===== src/hdl/scgp_ram.sv =====
// Generic simple dual-port RAM with one write port and a registered read port.
// Depends on nothing.
`default_nettype none

module scgp_ram #(
    parameter int WIDTH = 8,
    parameter int DEPTH = 16
) (
    input  wire logic                     i_clk,
    input  wire logic                     i_we,
    input  wire logic [$clog2(DEPTH)-1:0] i_waddr,
    input  wire logic [WIDTH-1:0]         i_wdata,
    input  wire logic [$clog2(DEPTH)-1:0] i_raddr,
    output logic [WIDTH-1:0]              o_rdata
);

    logic [WIDTH-1:0] r_mem [DEPTH];

    // Write port and registered read port.
    always_ff @(posedge i_clk) begin
        if (i_we) begin
            r_mem[i_waddr] <= i_wdata;
        end
        o_rdata <= r_mem[i_raddr];
    end

endmodule

`default_nettype wire


===== config.mk =====
export PLATFORM = sky130hd
export DESIGN_NAME = scgp_ram
export DESIGN_NICKNAME = d
export VERILOG_FILES = /design/src/hdl/scgp_ram.sv
export SDC_FILE = /design/constraint.sdc
export NUM_CORES = 1
export LEC_CHECK = 0
export BUFFER_PORTS_ARGS = -buffer_cell sky130_fd_sc_hd__clkbuf_2
export CAP_MARGIN = 20
export CORE_ASPECT_RATIO = 0.7
export CORE_UTILIZATION = 68
export CTS_BUF_LIST = sky130_fd_sc_hd__clkbuf_8
export DETAILED_ROUTE_END_ITERATION = 10
export PLACE_DENSITY = 0.87
export SYNTH_ARGS = -nofsm -noshare
export SYNTH_HDL_FRONTEND = slang
export SYNTH_SLANG_ARGS = --single-unit

===== constraint.sdc =====
create_clock -name i_clk -period 3.5 [get_ports i_clk]
set_input_delay 0.7 -clock i_clk [delete_from_list [all_inputs] [get_ports i_clk]]
set_output_delay 0.7 -clock i_clk [all_outputs]
set_load 0.05 [all_outputs]

==> flow_summary.yaml, run 1 <==
yosys:
  syn_area_sq_um: 5150
  synth-seq-cells: 136
  ys_seq_area_share_pct: 77.8
  synth.top_cells.by_count: "128 x edfxtp_1, 18 x mux4_2, 16 x a22oi_1"
  synth_top_area_share_pct: 74.7
  synthDistinctLibCells: 19
  yosysMostFrequentCell: "edfxtp_1"
  syn_area_per_cell_sq_um: 22.5
  synth_nets: 247
  synth_area_leaders: "edfxtp_1 75%, mux4_2 7.9%, mux4_1 7.1%"
  synthArstFlopShare_pct: 0
  netlist_instances: 229
  synth_ff_type: "edfxtp_1"
  synth_edf_count: 128
  yosys_warnings: 0
  yosysTopAreaCell: "edfxtp_1"
worst_setup_path:
  crit_chain: "clkbuf_2, buf_4, mux4_1, a22oi_1, nand2_1"
  rr_worst_depth: 3
  critPathMaxStageDelay_ns: 0.56
  cp.arrival_ns: 2.44
  setup.worst_path.class: "in -> reg"
  cp.buffers_inverters: 2
  required_ns: 3.79
  crit_slowest_cell: "mux4_1"
  endpoint: "o_rdata[4]"
  critPathLaunch: "i_raddr[0]"
  worstSetupStartpointType: "input port"
  timing.rr.start: "r_mem[10][3]"
  r2r_setup_slack_ns: 2.13
  end_kind: "flop"
  cp_max_fo: 20
  critPathTopFamily: "buffers and inverters"
  crit_cells: 5
  r2r-end: "o_rdata[3]"
cts:
  clock_path_buffers: 2
  path_clk_slew_ns: 0.07
  cts_num_sinks: 136
  cts_max_level: 4
  insertion_delay_ns: 0.42
  numCtsBuffers: 17
  cts_setup_buffers: 0
  cts.repair.resized: 0
  cts_tree: "yes"
  cts_root_buffer: "clkbuf_8"
  hold_buffers: 0
drt:
  drt_wl_total_mm: 9.39
  viasPerCell: 6.35
  drc: 0
  num_vias: 2407
  route.antenna.remaining_nets: 0
  detail_route.wl_per_cell_um: 24.8
  drt_iter0_markers: 304
  dr.pass1.iters: 4
die:
  coreArea_sq_um: 7320
  die_area_sq_um: 7930
  dieWidth_um: 106
  boundaryPins: 26
  initial_core_util_pct: 70.3
  rows: 26
  die_y_um: 74.8
run_status:
  status: "finished, final reports clean"
layout:
  syn2layout_area_growth_pct: 12.6
  drive_above_1_share_pct: 28.1
  design_area_sq_um: 5800
  antennaDiodeCount: 0
  fin_nets: 287
  n_fill_cell: 366
sta:
  tightest_slew_ns: 1.06
  fmax_ghz: 0.464
  timing.final.ws_setup_ns: 1.34
  finClkSkew_ns: 0.00902
  slew_viol_final: 0
  post-route-min-period_ns: 2.16
  hold_viol_final: 0
  setup_violations: 0
  rsz0062_at_grt: "no"
  setup_tns_ns: 0
  maxSlewHeadroom_pct: 28.8
  finalCritPeriodShare_pct: 61.6
power_and_ir_drop:
  irDropWorstVdd_v: 0.000395
  power.total_uw: 3440
  p_leak_uw: 0.00195
  power.density_nw_per_um2: 594
placement:
  hpwl_mm: 5.76
  dpl_worst_slack_ns: 0.869
  placed_area_sq_um: 5350
  gp_congestion: 0.722
  io_buffers: 25
global_routing:
  grt_pass1_wl_mm: 13.9
  track_usage_pct: 26.4
  grt_pass1_vias: 2402
  grt_antenna_before_repair: 0
  grt_max_degree: 33
  grt_overflow: 0
worst_hold_path:
  hp-class: "reg -> reg"
job:
  drv_cap: 0
[per-layer routing]
metal / vias up / wire [um] / track usage [%]
met2: 123 / 4630 / 40.9
li1: 1050 / - / -
met5: - / 0 / 0
met4: 0 / 57 / 10.5
met1: 1230 / 3790 / 37.6
met3: 4 / 918 / 6.84
[worst min path at each step]
stage	to	startpoint	cells after the start
2_1_floorplan	o_rdata[0]	r_mem[7][0]	3
3_3_place_gp	o_rdata[2]	r_mem[14][2]	3
3_5_place_dp	o_rdata[5]	r_mem[4][5]	3
4_1_cts	r_mem[0][1]	i_wdata[1]	1
5_1_grt	r_mem[6][0]	i_wdata[0]	1
6_report	o_rdata[0]	r_mem[3][0]	3
[kinds of logic (layout without fill, tap and decap cells)]
kind of cell / count (synthesis) / after routing / share of synthesized area (%)
buffers and inverters: 10 / 62 / 1.68
AND/OR/NAND/NOR: 35 / 35 / 3.18
flip-flops: 136 / 136 / 77.8
AO/OA/AOI/OAI: 16 / 16 / 2.33
multiplexers: 32 / 32 / 15.0
[cell type report]
class | instances | area [sq um] | share of cell area, %
sequential | 136 | 4000 | 69.1
multi-input combinational | 83 | 1060 | 18.2
clock buffer | 17 | 234 | 4.04
clock inverter | 14 | 208 | 3.58
timing repair buffer | 31 | 170 | 2.94
tap | 98 | 123 | 2.12
[through the flow]
stage                     hold slack (ns)  utilization, %  instances
after global placement              0.657            73.1        348
after CTS                           0.697            79.2        379
after global routing                0.710            79.2        379
after floorplan                     0.629               -        229
after detailed placement            0.668            73.1        348
final                               0.695            79.2        379
[worst min-delay path: stages (launching register included)]
cell	delay (ns)
edfxtp_1	0.32
mux4_1	0.21
a22oi_1	0.08
nand2_1	0.06
[power breakdown]
part	internal, uW	switching [uW]
Clock	840	577
Sequential	1820	11.3
Combinational	66.9	127
[sequential cells by signal, summed over array words and instances (netlist names)]
name and count:
o_rdata 8, r_mem 128
[placed cells by master, fill, tap and decap left out, types with 2 or more instances in the layout]
master and count:
a22oi_1 16, buf_4 6, bufinv_16 5, clkbuf_2 25
clkbuf_8 17, clkinv_2 2, clkinvlp_4 3, dfxtp_1 8
edfxtp_1 128, inv_1 2, mux4_1 14, mux4_2 18
nand2_1 9, nand2b_1 2, nand3b_1 2, nor2_1 13
nor3_1 4
(Power assumes the default switching activity.)
==> run 2, diff against run 1 <==
CORE_UTILIZATION = 57   (was 68)
PLACE_DENSITY = 0.78   (was 0.87)
clock period = 1.92 ns   (was 3.5 ns; I/O delays follow)
==> run 2 against run 1 <==
Global-route usage fell by 2.3 points; setup slack lost 0.92 ns; non-clock buffer count is 20 higher; die area rose by 19%; core utilization shrank 9.5 points; critical path type is now reg -> out; register-to-register slack lost 1.6 ns; largest cell class unchanged; hold slack got worse by 0.31 ns; sequential power up 83%; routed wire length increased by 5.9%; total power rose by 78%; sequential cell count stayed put.
==> flow_summary.yaml, run 2 (synthesized netlist as in run 1, its figures left out) <==
worst_setup_path:
  critPathMaxStageDelay_ns: 0.39
  crit_chain: "clkbuf_2"
  worstSetupStartpointType: "flop"
  end_kind: "output pin"
  critPathTopFamily: "flip-flops"
  cp.arrival_ns: 1.12
  crit_slowest_cell: "dfxtp_1"
  cp.buffers_inverters: 1
  timing.rr.start: "r_mem[9][4]"
  rr_worst_depth: 3
  r2r-end: "o_rdata[4]"
  r2r_setup_slack_ns: 0.49
  required_ns: 1.54
  setup.worst_path.class: "reg -> out"
  cp_max_fo: 1
power_and_ir_drop:
  p_leak_uw: 0.00205
  power.total_uw: 6140
  power.density_nw_per_um2: 1020
  irDropWorstVdd_v: 0.000901
cts:
  cts_max_level: 4
  cts_root_buffer: "clkbuf_8"
  numCtsBuffers: 17
  path_clk_slew_ns: 0.08
  clock_path_buffers: 2
  cts.repair.resized: 0
  cts_num_sinks: 136
  cts_setup_buffers: 0
  insertion_delay_ns: 0.43
  cts_tree: "yes"
  hold_buffers: 0
global_routing:
  grt_max_degree: 17
  grt_overflow: 0
  grt_pass1_wl_mm: 15.0
  grt_antenna_before_repair: 0
  grt_pass1_vias: 2512
  track_usage_pct: 24.2
layout:
  n_fill_cell: 552
  top_register: "r_mem"
  mostFrequentLayoutCell: "edfxtp_1"
  fin_nets: 307
  final_cell_mix: "128 x edfxtp_1, 25 x clkbuf_2, 22 x buf_4"
  syn2layout_area_growth_pct: 16.7
  reg.largest.list: "r_mem (128), o_rdata (8)"
  design_area_sq_um: 6010
  antennaDiodeCount: 0
  drive_above_1_share_pct: 33.8
  largest_reg_flops: 128
sta:
  fmax_ghz: 0.666
  rsz0062_at_grt: "no"
  maxSlewHeadroom_pct: 70.0
  tightest_slew_ns: 0.450
  post-route-min-period_ns: 1.50
  setup_violations: 0
  finClkSkew_ns: 0.0105
  hold_viol_final: 0
  hold_ws_ns: 0.382
  setup_tns_ns: 0
  finalCritPeriodShare_pct: 78.2
  slew_viol_final: 0
drt:
  route.antenna.remaining_nets: 0
  dr.pass1.iters: 4
  num_vias: 2487
  drt_iter0_markers: 314
  detail_route.wl_per_cell_um: 23.6
  drt_wl_total_mm: 9.94
  drc: 0
  viasPerCell: 5.89
worst_hold_path:
  hold_depth: 1
  hp-start: "i_wdata[5]"
  hp-class: "in -> reg"
  whs_endpoint: "r_mem[14][5]"
die:
  boundaryPins: 26
  dieWidth_um: 116
  die_area_sq_um: 9420
  die_y_um: 81.5
  initial_core_util_pct: 59.7
  rows: 28
  coreArea_sq_um: 8620
job:
  drv_cap: 0
placement:
  gp_congestion: 0.712
  placed_area_sq_um: 5580
  io_buffers: 25
  hpwl_mm: 6.49
run_status:
  status: "finished, final reports clean"
## run 2: worst max-delay path by stage
| stage | depth (start not counted) | slack [ns] | startpoint | endpoint |
|---|---|---|---|---|
| 6_report | 1 | 0.42 | o_rdata[4] | o_rdata[4] |
| 5_1_grt | 1 | 0.38 | o_rdata[4] | o_rdata[4] |
| 4_1_cts | 1 | 0.40 | o_rdata[7] | o_rdata[7] |
| 3_5_place_dp | 5 | 0.10 | i_raddr[0] | o_rdata[0] |
| 3_3_place_gp | 5 | 0.07 | i_raddr[0] | o_rdata[4] |
| 2_1_floorplan | 2 | 0.04 | i_waddr[2] | r_mem[0][0] |
## run 2: power by group
| part | switching, uW | leakage [uW] | total, uW | internal [uW] |
|---|---|---|---|---|
| Sequential | 26.3 | 0.00122 | 3340 | 3320 |
| Combinational | 242 | 0.000628 | 390 | 147 |
| Clock | 1090 | 0.000197 | 2410 | 1320 |
| Total | 1350 | 0.00205 | 6140 | 4790 |
## run 2: routing by layer
metal / wire (um) / global-route usage, %
met1: 4420 / 35.8
met4: 120 / 7.92
met3: 775 / 8.12
met5: 0 / 0
met2: 4620 / 34.2
## run 2: area by class of cell
type	count	area (sq um)	area share [%]
Clock buffer	18	248	4.13
Clock inverter	14	176	2.94
Multi-Input combinational cell	83	1060	17.6
Sequential cell	136	4000	66.7
Tap cell	120	150	2.50
Timing Repair Buffer	51	370	6.17
## run 2: stage by stage
stage               setup slack, ns  cells  utilization, %
finish                        0.419    422            69.7
detailed placement            0.103    390            64.8
global placement             0.0671    390            64.8
floorplan                    0.0431    229               -
CTS                           0.400    422            69.7
global route                  0.379    422            69.7
==> run 3, diff against run 2 <==
clock period = 1.3 ns   (was 1.92 ns; I/O delays follow)
==> run 3 against run 2 <==
Via count up 1.3%; clock power up 32%; highest routed layer unchanged; clock-buffer cell count up 1; non-clock buffer count up 4; global-route usage down 0.55 points; hold slack worse by 0.11 ns; largest power group unchanged; sequential share of layout area down 0.81 points; sequential power up 48%; critical path depth up 2; first-iteration DRC count down 28%; final cell count up 0.95%; core utilization up 0.86 points.
==> flow_summary.yaml, run 3 (synthesized netlist as in run 1, its figures left out) <==
worst_setup_path:
  crit_chain: "mux4_2, a22oi_1, nand2_1"
  cp_max_fo: 1
  cp.buffers_inverters: 0
  setup.worst_path.class: "reg -> reg"
  rr_worst_depth: 3
  crit_cells: 3
  critPathTopFamily: "multiplexers"
  end_kind: "flop"
  worstSetupStartpointType: "flop"
  timing.rr.start: "r_mem[11][4]"
  required_ns: 1.62
  r2r-end: "o_rdata[4]"
  cp.arrival_ns: 1.58
  crit_slowest_cell: "mux4_2"
  r2r_setup_slack_ns: 0.04
  critPathMaxStageDelay_ns: 0.49
  endpoint: "o_rdata[4]"
  critPathLaunch: "r_mem[11][4]"
cts:
  cts_root_buffer: "clkbuf_8"
  path_clk_slew_ns: 0.07
  hold_buffers: 0
  cts_setup_buffers: 0
  numCtsBuffers: 17
  cts_max_level: 4
  insertion_delay_ns: 0.43
  cts_num_sinks: 136
  cts_tree: "yes"
  clock_path_buffers: 2
layout:
  syn2layout_area_growth_pct: 18.1
  antennaDiodeCount: 0
  design_area_sq_um: 6080
  mostFrequentLayoutCell: "edfxtp_1"
  largest_reg_flops: 128
  reg.largest.list: "r_mem (128), o_rdata (8)"
  top_register: "r_mem"
  drive_above_1_share_pct: 41.8
  n_fill_cell: 546
  fin_nets: 311
  final_cell_mix: "128 x edfxtp_1, 30 x mux4_2, 24 x buf_4"
power_and_ir_drop:
  switching_power_uw: 1850
  p_leak_uw: 0.00204
  p_int_uw: 6910
  p_clk_share_pct: 36.4
  seqPwrFrac_pct: 56.3
  swShare_pct: 21.1
  irDropWorstVdd_v: 0.00131
  p_comb_share_pct: 7.3
  power.total_uw: 8760
  power.density_nw_per_um2: 1440
global_routing:
  grt_pass1_wl_mm: 14.8
  grt_overflow: 0
  track_usage_pct: 23.6
  grt_pass1_vias: 2636
  grt_antenna_before_repair: 0
  grt_max_degree: 17
drt:
  dr.pass1.iters: 5
  drc: 0
  drt_wl_total_mm: 9.61
  route.antenna.remaining_nets: 0
  viasPerCell: 5.92
  num_vias: 2520
  drt_iter0_markers: 226
  detail_route.wl_per_cell_um: 22.6
sta:
  maxSlewHeadroom_pct: 35.2
  setup_violations: 0
  tightest_slew_ns: 0.970
  rsz0062_at_grt: "yes"
  slew_viol_final: 0
  finClkSkew_ns: 0.00486
  finalCritPeriodShare_pct: 97.2
  post-route-min-period_ns: 1.26
  fmax_ghz: 0.791
  hold_viol_final: 0
  timing.final.ws_setup_ns: 0.0361
run_status:
  status: "finished, final reports clean"
die:
  boundaryPins: 26
  initial_core_util_pct: 59.7
  die_area_sq_um: 9420
  coreArea_sq_um: 8620
  dieWidth_um: 116
  rows: 28
  die_y_um: 81.5
placement:
  placed_area_sq_um: 5630
  dpl_worst_slack_ns: -0.376
  hpwl_mm: 6.33
  io_buffers: 25
  gp_congestion: 0.730
job:
  drv_cap: 0
worst_hold_path:
  hp-class: "in -> reg"
  hold_depth: 1
run 3: cell types whose count changed in the layout (fill, tap and decap cells not counted), sizes merged:
cell	change
buf	+5
clkinvlp	-3
inv	+3
bufinv	-1
run 3: cell type report:
type                    count  area [sq um]  area share [%]
flip-flops and latches    136          4000            65.9
repair buffers             55           462            7.59
well taps                 120           150            2.47
clock buffers              19           262            4.30
multi-input cells          83          1090            17.9
clock inverters            13           114            1.87
run 3: power groups by stage:
stage / Clock (uW) / Combinational (uW) / Sequential [uW]
finish: 3190 / 637 / 4930
global route: 3430 / 681 / 4940
CTS: 3270 / 632 / 4930
global placement: 0 / 580 / 5020
detailed placement: 0 / 598 / 5030
floorplan: 0 / 274 / 5120
run 3: what timing repair did:
| action | in CTS | in global routing |
|---|---|---|
| pin swaps | 0 | 2 |
| endpoints found under the setup margin | 11 | 8 |
| resized for setup | 14 | 7 |
run 3: how the worst min path moves through the flow:
stage,from,endpoint,slack [ns]
after floorplan,i_wdata[0],r_mem[0][0],0.36
after global placement,r_mem[6][5],o_rdata[5],0.66
after detailed placement,r_mem[7][1],o_rdata[1],0.66
after CTS,i_wdata[0],r_mem[13][0],0.23
after global routing,i_wdata[2],r_mem[10][2],0.27
final,i_wdata[1],r_mem[13][1],0.27
run 3: metrics by stage:
step                      instances  TNS, ns  hold slack (ns)  util (%)
final                           426        0            0.274      70.5
after global routing            426  -0.0218            0.275      70.5
after CTS                       426        0            0.235      70.4
after detailed placement        394    -9.61            0.664      65.3
after global placement          394    -8.29            0.656      65.3
after floorplan                 229   -0.690            0.359         -
run 3: layer usage:
metal	part of all wire, %	GRT usage, %
met2	48	36.5
met3	7.1	5.90
met5	0	0
met4	1.4	10.3
met1	43	32.7
